**src/design/mmh_pkg.sv**
```systemverilog
// ----------------------------------------------------------------------------
// MurmurHash64B stream hash package
// Constants and the queue entry type for the front and back parts of the
// hash unit, and the 32-bit multiply that the back part uses.
// ----------------------------------------------------------------------------
`default_nettype none

package mmh_pkg;

  localparam logic [31:0] MIX_MULT   = 32'h5bd1e995;
  localparam int unsigned MIX_SHIFT  = 24;
  localparam logic [31:0] SEED_RESET = 32'hEE6B27EB;

  localparam int unsigned FIN_SHIFT_1 = 18;
  localparam int unsigned FIN_SHIFT_2 = 22;
  localparam int unsigned FIN_SHIFT_3 = 17;
  localparam int unsigned FIN_SHIFT_4 = 19;

  // What the back part does with one word.
  typedef enum logic [1:0] {
    KIND_NONE = 2'd0,
    KIND_TAIL = 2'd1,
    KIND_FULL = 2'd2
  } kind_e;

  typedef struct packed {
    logic [31:0] word;       // tail words already masked to their valid bytes
    kind_e       kind;
    logic        first;      // word opens a message: lanes restart
    logic        last;       // word closes a message: finalize and emit
    logic [31:0] lane_init;  // seed xor stated length
    logic        mismatch;   // running byte total differs from stated length
    logic        empty;      // stated length is zero
  } entry_t;

  // Low 32 bits of a 32 by 32 product.
  function automatic logic [31:0] mul32(input logic [31:0] a, input logic [31:0] b);
    return a * b;
  endfunction

endpackage

`default_nettype wire

```
**src/design/mmh_front.sv**
```systemverilog
// ----------------------------------------------------------------------------
// MurmurHash64B front end
// Holds the seed, tracks message boundaries and the byte count, and turns
// each accepted word into a classified queue entry.
// ----------------------------------------------------------------------------
`default_nettype none

module mmh_front (
  input  logic            clk_i,
  input  logic            rst_ni,
  input  logic            cfg_we_i,
  input  logic [31:0]     cfg_wdata_i,
  input  logic            accept_i,
  input  logic [31:0]     data_word_i,
  input  logic [2:0]      byte_count_i,
  input  logic            last_word_i,
  input  logic [31:0]     message_length_i,
  output mmh_pkg::entry_t entry_o
);
  import mmh_pkg::*;

  logic [31:0] seed_q;
  logic        in_message_q, in_message_d;
  logic [31:0] bytes_seen_q, bytes_seen_d;
  logic [31:0] stated_length_q, stated_length_d;

  logic [2:0]  count;
  logic        first;
  logic [31:0] length_eff;
  logic [31:0] bytes_base;
  logic [31:0] word_masked;
  kind_e       kind;

  // Counts of five to seven bytes behave as a full word.
  assign count      = byte_count_i[2] ? 3'd4 : byte_count_i;
  assign first      = !in_message_q;
  assign length_eff = first ? message_length_i : stated_length_q;
  assign bytes_base = first ? 32'd0 : bytes_seen_q;

  always_comb begin
    case (count)
      3'd1: word_masked = data_word_i & 32'h0000_00ff;
      3'd2: word_masked = data_word_i & 32'h0000_ffff;
      3'd3: word_masked = data_word_i & 32'h00ff_ffff;
      default: word_masked = data_word_i;
    endcase
  end

  always_comb begin
    case (count)
      3'd0: kind = KIND_NONE;
      3'd4: kind = KIND_FULL;
      default: kind = KIND_TAIL;
    endcase
  end

  assign bytes_seen_d    = bytes_base + {29'd0, count};
  assign stated_length_d = length_eff;
  assign in_message_d    = !last_word_i;

  assign entry_o.word      = word_masked;
  assign entry_o.kind      = kind;
  assign entry_o.first     = first;
  assign entry_o.last      = last_word_i;
  assign entry_o.lane_init = seed_q ^ message_length_i;
  assign entry_o.mismatch  = bytes_seen_d != length_eff;
  assign entry_o.empty     = length_eff == 32'd0;

  always_ff @(posedge clk_i or negedge rst_ni) begin
    if (!rst_ni) begin
      seed_q          <= SEED_RESET;
      in_message_q    <= 1'b0;
      bytes_seen_q    <= 32'd0;
      stated_length_q <= 32'd0;
    end else begin
      if (cfg_we_i) begin
        seed_q <= cfg_wdata_i;
      end
      if (accept_i) begin
        in_message_q    <= in_message_d;
        bytes_seen_q    <= bytes_seen_d;
        stated_length_q <= stated_length_d;
      end
    end
  end

endmodule

`default_nettype wire

```
**src/design/mmh_queue.sv**
```systemverilog
// ----------------------------------------------------------------------------
// MurmurHash64B entry queue
// Short first-in first-out queue that decouples the front end from the
// mixing unit.
// ----------------------------------------------------------------------------
`default_nettype none

module mmh_queue #(
  parameter int unsigned Depth = 2
) (
  input  logic            clk_i,
  input  logic            rst_ni,
  input  logic            push_i,
  input  mmh_pkg::entry_t entry_i,
  input  logic            pop_i,
  output mmh_pkg::entry_t head_o,
  output logic            full_o,
  output logic            nonempty_o
);
  import mmh_pkg::*;

  localparam int unsigned PtrW = (Depth > 1) ? $clog2(Depth) : 1;
  localparam int unsigned CntW = $clog2(Depth + 1);

  entry_t            mem_q [Depth];
  logic [PtrW-1:0]   wr_ptr_q, rd_ptr_q;
  logic [CntW-1:0]   cnt_q;

  function automatic logic [PtrW-1:0] ptr_inc(input logic [PtrW-1:0] p);
    return (p == PtrW'(Depth - 1)) ? '0 : p + PtrW'(1);
  endfunction

  assign head_o     = mem_q[rd_ptr_q];
  assign full_o     = cnt_q == CntW'(Depth);
  assign nonempty_o = cnt_q != '0;

  always_ff @(posedge clk_i) begin
    if (push_i) begin
      mem_q[wr_ptr_q] <= entry_i;
    end
  end

  always_ff @(posedge clk_i or negedge rst_ni) begin
    if (!rst_ni) begin
      wr_ptr_q <= '0;
      rd_ptr_q <= '0;
      cnt_q    <= '0;
    end else begin
      if (push_i) begin
        wr_ptr_q <= ptr_inc(wr_ptr_q);
      end
      if (pop_i) begin
        rd_ptr_q <= ptr_inc(rd_ptr_q);
      end
      if (push_i && !pop_i) begin
        cnt_q <= cnt_q + CntW'(1);
      end else if (pop_i && !push_i) begin
        cnt_q <= cnt_q - CntW'(1);
      end
    end
  end

endmodule

`default_nettype wire

```
**src/design/mmh_back.sv**
```systemverilog
// ----------------------------------------------------------------------------
// MurmurHash64B mixing unit
// Takes entries from the queue, updates the two lanes with a key multiplier
// and a lane multiplier, runs the finalization rounds and holds the result.
// ----------------------------------------------------------------------------
`default_nettype none

module mmh_back (
  input  logic            clk_i,
  input  logic            rst_ni,
  input  mmh_pkg::entry_t entry_i,
  input  logic            entry_valid_i,
  output logic            entry_pop_o,
  output logic            out_valid_o,
  input  logic            out_ready_i,
  output logic [63:0]     hash_o,
  output logic            mismatch_o
);
  import mmh_pkg::*;

  typedef enum logic [6:0] {
    ST_IDLE = 7'b000_0001,
    ST_MIX  = 7'b000_0010,
    ST_FIN1 = 7'b000_0100,
    ST_FIN2 = 7'b000_1000,
    ST_FIN3 = 7'b001_0000,
    ST_FIN4 = 7'b010_0000,
    ST_OUT  = 7'b100_0000
  } state_e;

  state_e      state_q, state_d;
  logic [31:0] lane1_q, lane1_d;
  logic [31:0] lane2_q, lane2_d;
  logic        odd_q, odd_d;
  logic [31:0] key_q, key_d;
  logic [31:0] lprod_q, lprod_d;
  logic        last_q, last_d;
  logic        mism_q, mism_d;
  logic        empty_q, empty_d;
  logic        out_valid_q, out_valid_d;
  logic [63:0] out_hash_q;
  logic        out_mism_q;

  logic [31:0] base1, base2;
  logic        odd_base;
  logic [31:0] key_mixed, key_op, key_prod;
  logic [31:0] lane_op, lane_prod;
  logic        out_load;

  function automatic state_e after_word(input logic last, input logic empty);
    if (!last) begin
      return ST_IDLE;
    end
    // An empty message skips finalization and reports zero.
    return empty ? ST_OUT : ST_FIN1;
  endfunction

  // A message's first word sees freshly initialized lanes.
  assign base1    = entry_i.first ? entry_i.lane_init : lane1_q;
  assign base2    = entry_i.first ? 32'd0 : lane2_q;
  assign odd_base = entry_i.first ? 1'b0 : odd_q;

  assign key_mixed = key_q ^ (key_q >> MIX_SHIFT);
  assign key_op    = (state_q == ST_IDLE) ? entry_i.word : key_mixed;
  assign key_prod  = mul32(key_op, MIX_MULT);

  always_comb begin
    case (state_q)
      ST_IDLE: begin
        if (entry_i.kind == KIND_FULL) begin
          lane_op = odd_base ? base2 : base1;
        end else begin
          lane_op = base2 ^ entry_i.word;
        end
      end
      ST_FIN1: lane_op = lane1_q ^ (lane2_q >> FIN_SHIFT_1);
      ST_FIN2: lane_op = lane2_q ^ (lane1_q >> FIN_SHIFT_2);
      ST_FIN3: lane_op = lane1_q ^ (lane2_q >> FIN_SHIFT_3);
      ST_FIN4: lane_op = lane2_q ^ (lane1_q >> FIN_SHIFT_4);
      default: lane_op = 32'd0;
    endcase
  end

  assign lane_prod = mul32(lane_op, MIX_MULT);

  assign entry_pop_o = (state_q == ST_IDLE) && entry_valid_i;
  assign out_load    = (state_q == ST_OUT) && (!out_valid_q || out_ready_i);

  always_comb begin
    state_d = state_q;
    lane1_d = lane1_q;
    lane2_d = lane2_q;
    odd_d   = odd_q;
    key_d   = key_q;
    lprod_d = lprod_q;
    last_d  = last_q;
    mism_d  = mism_q;
    empty_d = empty_q;
    case (state_q)
      ST_IDLE: begin
        if (entry_valid_i) begin
          last_d  = entry_i.last;
          mism_d  = entry_i.mismatch;
          empty_d = entry_i.empty;
          lane1_d = base1;
          lane2_d = base2;
          odd_d   = odd_base;
          case (entry_i.kind)
            KIND_FULL: begin
              key_d   = key_prod;
              lprod_d = lane_prod;
              state_d = ST_MIX;
            end
            KIND_TAIL: begin
              lane2_d = lane_prod;
              state_d = after_word(entry_i.last, entry_i.empty);
            end
            default: begin
              state_d = after_word(entry_i.last, entry_i.empty);
            end
          endcase
        end
      end
      ST_MIX: begin
        if (odd_q) begin
          lane2_d = lprod_q ^ key_prod;
        end else begin
          lane1_d = lprod_q ^ key_prod;
        end
        odd_d   = !odd_q;
        state_d = after_word(last_q, empty_q);
      end
      ST_FIN1: begin
        lane1_d = lane_prod;
        state_d = ST_FIN2;
      end
      ST_FIN2: begin
        lane2_d = lane_prod;
        state_d = ST_FIN3;
      end
      ST_FIN3: begin
        lane1_d = lane_prod;
        state_d = ST_FIN4;
      end
      ST_FIN4: begin
        lane2_d = lane_prod;
        state_d = ST_OUT;
      end
      ST_OUT: begin
        if (out_load) begin
          state_d = ST_IDLE;
        end
      end
      default: begin
        state_d = ST_IDLE;
      end
    endcase
  end

  assign out_valid_d = out_load ? 1'b1 : (out_ready_i ? 1'b0 : out_valid_q);

  always_ff @(posedge clk_i or negedge rst_ni) begin
    if (!rst_ni) begin
      state_q     <= ST_IDLE;
      odd_q       <= 1'b0;
      out_valid_q <= 1'b0;
    end else begin
      state_q     <= state_d;
      odd_q       <= odd_d;
      out_valid_q <= out_valid_d;
    end
  end

  always_ff @(posedge clk_i) begin
    lane1_q <= lane1_d;
    lane2_q <= lane2_d;
    key_q   <= key_d;
    lprod_q <= lprod_d;
    last_q  <= last_d;
    mism_q  <= mism_d;
    empty_q <= empty_d;
    if (out_load) begin
      out_hash_q <= empty_q ? 64'd0 : {lane1_q, lane2_q};
      out_mism_q <= mism_q;
    end
  end

  assign out_valid_o = out_valid_q;
  assign hash_o      = out_hash_q;
  assign mismatch_o  = out_mism_q;

endmodule

`default_nettype wire

```
**src/design/murmur2_64b_stream_hash.sv**
```systemverilog
// Flow: a full word passes the mixing unit's idle and mix states, a tail word or
//   a zero-byte word the idle state only; a last word adds 4 finalization rounds
//   (none for a zero stated length) and an output load, which waits while the
//   previous result is held. No new word is taken before the unit is idle again.
// Reset: asynchronous and active low; it empties the queue, drops the result and
//   returns the seed to 0xEE6B27EB.
// ----------------------------------------------------------------------------
// MurmurHash64B stream hash
// Hashes one message of little-endian 32-bit words and returns the 64-bit
// hash with a flag for a byte length mismatch.
// ----------------------------------------------------------------------------
`default_nettype none

module murmur2_64b_stream_hash #(
  parameter int unsigned QueueDepth = 2
) (
  input  logic        clk_i,
  input  logic        rst_ni,
  input  logic        cfg_we_i,
  input  logic [31:0] cfg_wdata_i,
  input  logic        s_axis_tvalid_i,
  output logic        s_axis_tready_o,
  input  logic [63:0] s_axis_tdata_i,   // [31:0] data_word, [63:32] message_length
  input  logic [2:0]  s_axis_tuser_i,   // [2:0] byte_count
  input  logic        s_axis_tlast_i,
  output logic        m_axis_tvalid_o,
  input  logic        m_axis_tready_i,
  output logic [63:0] m_axis_tdata_o,   // [63:0] hash_value
  output logic        m_axis_tuser_o    // [0] length_mismatch
);
  import mmh_pkg::*;

  entry_t front_entry;
  entry_t head_entry;
  logic   accept;
  logic   q_full;
  logic   q_nonempty;
  logic   pop;

  assign s_axis_tready_o = !q_full;
  assign accept          = s_axis_tvalid_i && s_axis_tready_o;

  mmh_front u_front (
    .clk_i            (clk_i),
    .rst_ni           (rst_ni),
    .cfg_we_i         (cfg_we_i),
    .cfg_wdata_i      (cfg_wdata_i),
    .accept_i         (accept),
    .data_word_i      (s_axis_tdata_i[31:0]),
    .byte_count_i     (s_axis_tuser_i),
    .last_word_i      (s_axis_tlast_i),
    .message_length_i (s_axis_tdata_i[63:32]),
    .entry_o          (front_entry)
  );

  mmh_queue #(
    .Depth (QueueDepth)
  ) u_queue (
    .clk_i      (clk_i),
    .rst_ni     (rst_ni),
    .push_i     (accept),
    .entry_i    (front_entry),
    .pop_i      (pop),
    .head_o     (head_entry),
    .full_o     (q_full),
    .nonempty_o (q_nonempty)
  );

  mmh_back u_back (
    .clk_i         (clk_i),
    .rst_ni        (rst_ni),
    .entry_i       (head_entry),
    .entry_valid_i (q_nonempty),
    .entry_pop_o   (pop),
    .out_valid_o   (m_axis_tvalid_o),
    .out_ready_i   (m_axis_tready_i),
    .hash_o        (m_axis_tdata_o),
    .mismatch_o    (m_axis_tuser_o)
  );

endmodule

`default_nettype wire

```
**config.mk**
```make
export PLATFORM = sky130hd
export DESIGN_NAME = murmur2_64b_stream_hash
export DESIGN_NICKNAME = d
export VERILOG_FILES = /design/src/design/mmh_pkg.sv /design/src/design/mmh_front.sv /design/src/design/mmh_queue.sv /design/src/design/mmh_back.sv /design/src/design/murmur2_64b_stream_hash.sv
export SDC_FILE = /design/constraint.sdc
export NUM_CORES = 2
export LEC_CHECK = 0
export ABC_AREA = 0
export BUFFER_PORTS_ARGS = -buffer_cell sky130_fd_sc_hd__buf_2
export CAP_MARGIN = 40
export CELL_PAD_IN_SITES_DETAIL_PLACEMENT = 0
export CELL_PAD_IN_SITES_GLOBAL_PLACEMENT = 1
export CORE_ASPECT_RATIO = 0.6
export CORE_MARGIN = 2
export CORE_UTILIZATION = 30
export CTS_CLUSTER_DIAMETER = 50
export DETAILED_ROUTE_END_ITERATION = 7
export GPL_TIMING_DRIVEN = 0
export HOLD_SLACK_MARGIN = 0.08
export PLACE_DENSITY_LB_ADDON = 0.2
export SYNTH_ARGS = -nofsm -noshare
export SYNTH_HDL_FRONTEND = slang
export SYNTH_HIERARCHICAL = 1
export SYNTH_SLANG_ARGS = --single-unit
```
**constraint.sdc**
```tcl
create_clock -name clk_i -period 17.1 [get_ports clk_i]
set_input_delay 1.71 -clock clk_i [delete_from_list [all_inputs] [get_ports clk_i]]
set_output_delay 1.71 -clock clk_i [all_outputs]
set_load 0.005 [all_outputs]
```
==> key figures <==
Global route
  • Number of global-route vias before repair: 29100
  • Initial antenna violation count: 9
  • Largest net degree at the start of global routing: 62
  • Global-route wire length before repair: 229 mm
  • Total global routing overflow: 0
  • Total track usage: 0.229

Logic synthesis
  • Count leader, synth: inv_1
  • Ys async rst share: 0.247
  • Syn Nets: 4700
  • Top cells by area, synth: edfxtp_1, fa_1, ha_1
  • Sequential-to-total area share from yosys stat: 0.311
  • Post-synthesis adder-cell area fraction: 0.307
  • Post-synthesis cell type count: 100
  • Mux contribution to synthesized area: 0.0695
  • Number of synthesized flops with an enable pin: 336
  • Synth Area in XOR/XNOR: 0.0576
  • Synthesized cell area: 41400 µm²
  • Simple-gate share of the synthesized area: 0.0850
  • Register bit total from synthesis: between 400 and 500
  • Main flop type after synthesis: edfxtp_1
  • Main combinational cell family by area after synthesis: adder cells
  • Cells after synthesis: 3797
  • Post-synth top area cell: edfxtp_1
  • Post-synthesis compound-gate area fraction: 0.0854
  • Mean post-synth cell area: 10.9 µm²
  • Top post-synthesis cells by count: inv_1, ha_1, fa_1
  • Top-area cell type share of the netlist area: 0.244
  • Yosys warns: 6

Timing
  • Worst relative slew slack: 0.283
  • Setup TNS: 0 ps
  • Part of the cycle the worst path needs: 0.687
  • Skew final: 42.0 ps
  • Fmax: 85.2 MHz
  • Actual slew at the worst max-slew pin: 1070 ps
  • Tmin final: 11740 ps
  • Max-slew violation count: 0
  • Setup violations, final: 0
  • Fin. Hold Viols: 0
  • Unrepaired setup endpoints after global routing: false

Clock network
  • H-tree level count: 2
  • CTS sink cnt: about 450
  • Post-CTS setup buffer count: 0
  • Post-CTS sizing: 0
  • CTS Buf Count: 55
  • Buffer depth of the longest clock path: 3
  • Hold buffers post-CTS: 0
  • CTS tree: built
  • Clk slew on worst S/H paths: 70 ps
  • Worst skew pair latency: 670 ps
  • Clk Tree Root Cell: clkbuf_16

Detailed routing
  • DR iter-0 viols: 3142
  • Drt first pass iters: 6
  • Via/cell ratio: 5.05
  • Via count: around 30000
  • Total Wirelength: 163 mm
  • Antenna Nets Post-Route: 0
  • DR DRC count: 0
  • WL/cell: 27.3 µm

Critical path
  • CP max stage cell: clkbuf_1
  • Worst EP required: 17600 ps
  • Crit path launch type: flop
  • Crit Path Class: flop to flop
  • Worst-path maximum fanout: 10
  • Delay-heaviest family, CP: adder cells
  • Endpoint type of the worst setup path: flop
  • Buffers & Inverters on Critical Path: 13
  • Crit path DAT: 12240 ps
  • Slowest stage delay, CP: between 700 and 800 ps

Layout
  • Fin area: 47400 µm²
  • Layout cells sized above 1: 0.150
  • Final cell count without fillers: between 5000 and 6000
  • Area growth, synth to finish: 14.6%
  • Layout net count: ~5000
  • Final Util: 0.347

Floorplan
  • Core Area: 137000 µm²
  • Die ar.: about 140000 µm²
  • Die X: 483 µm
  • Initial Utilization: 0.303
  • Vert. Die Dim: ~290 µm
  • Site row count: 105
  • Io pins: ~170

Place
  • Placed Area: around 45000 µm²
  • Final HPWL DP: 134 mm
  • Gpl congestion: 1.02
  • Post-Place Cells: 5840
  • Input/output buffers: 162

Job
  • Max-cap violations: 0

Worst hold path
  • Hold Path Class: flop to flop

Run status
  • Run status: finished, final reports clean
## area by class of cell
| class | instances | area [µm²] |
|---|---|---|
| fill | 13800 | 89400 |
| multi-input combinational | 2477 | 25100 |
| sequential | 446 | 12900 |
| inverter | 724 | 2720 |
| tap | 1819 | 2280 |
| timing repair buffer | 229 | 1700 |
| clock buffer | 62 | 1430 |
| buffer | 150 | 773 |
| clock inverter | 41 | 512 |
| antenna | 4 | 10.0 |
## kinds of logic after synthesis
group | count (synthesis)
buf+inv | 874
fa+ha+maj | 798
simple gates | 698
compound gates | 502
flops | 446
xor+xnor | 260
mux | 219
## placed cells by master (no fill, tap or decap), drive strengths merged, types with 22 or more instances in the layout
master / n
a21oi: 93
a221o: 30
a22oi: 33
and2: 23
and3: 23
buf: 287
clkbuf: 153
clkinv: 24
dfrtp: 88
dfstp: 22
edfxtp: 336
fa: 362
ha: 436
inv: 733
mux2: 159
mux2i: 42
nand2: 248
nand3: 47
nor2: 118
nor2b: 99
nor3: 32
o21ai: 103
o221ai: 28
o311ai: 25
xnor2: 171
xor2: 82
## per-layer routing
layer	vias up	GRT usage	part of all wire
li1	13500	-	-
met1	15200	0.376	0.52
met2	1265	0.280	0.35
met3	132	0.0800	0.11
met4	2	0.0291	0.013
met5	-	0	0.000074
## metrics by stage
stage,setup WS (ps),hold slack (ps)
6_report,5360,451
5_1_grt,4760,451
4_1_cts,5450,437
3_5_place_dp,5540,419
3_3_place_gp,2890,432
2_1_floorplan,7590,400
## path summary, 6_finish.rpt
check / from / slack [ps] / to / cells past startpoint
max: u_queue/rd_ptr_q / 5360 / u_back/lane1_q[28] / 36
min: u_back/mism_q / 450 / u_back/mismatch_o / 0
max reg2reg: u_queue/rd_ptr_q / 5360 / u_back/lane1_q[28] / 36
min reg2reg: u_back/mism_q / 450 / u_back/mismatch_o / 0
max in group asynchronous: rst_ni / 15320 / u_front/seed_q[26] / 2
min in group asynchronous: rst_ni / 1010 / u_queue/wr_ptr_q / 1
## registers in the layout (all words and copies together) (netlist names)
name / cells
u_front/in_message_q: 1
u_queue/cnt_q: 2
u_back/last_q: 1
u_queue/rd_ptr_q: 1
u_front/stated_length_q: 32
u_queue/mem_q: 140
u_back/out_valid_o: 1
u_back/hash_o: 64
u_back/key_q: 32
u_back/lprod_q: 32
u_front/bytes_seen_q: 32
u_queue/wr_ptr_q: 1
u_back/lane1_q: 32
u_back/mismatch_o: 1
u_back/state_q: 7
u_back/odd_q: 1
u_back/empty_q: 1
u_back/lane2_q: 32
u_back/mism_q: 1
u_front/seed_q: 32
Power is not shown: default switching activity piles up to over one toggle a cycle in this logic, so the estimate is an artifact.
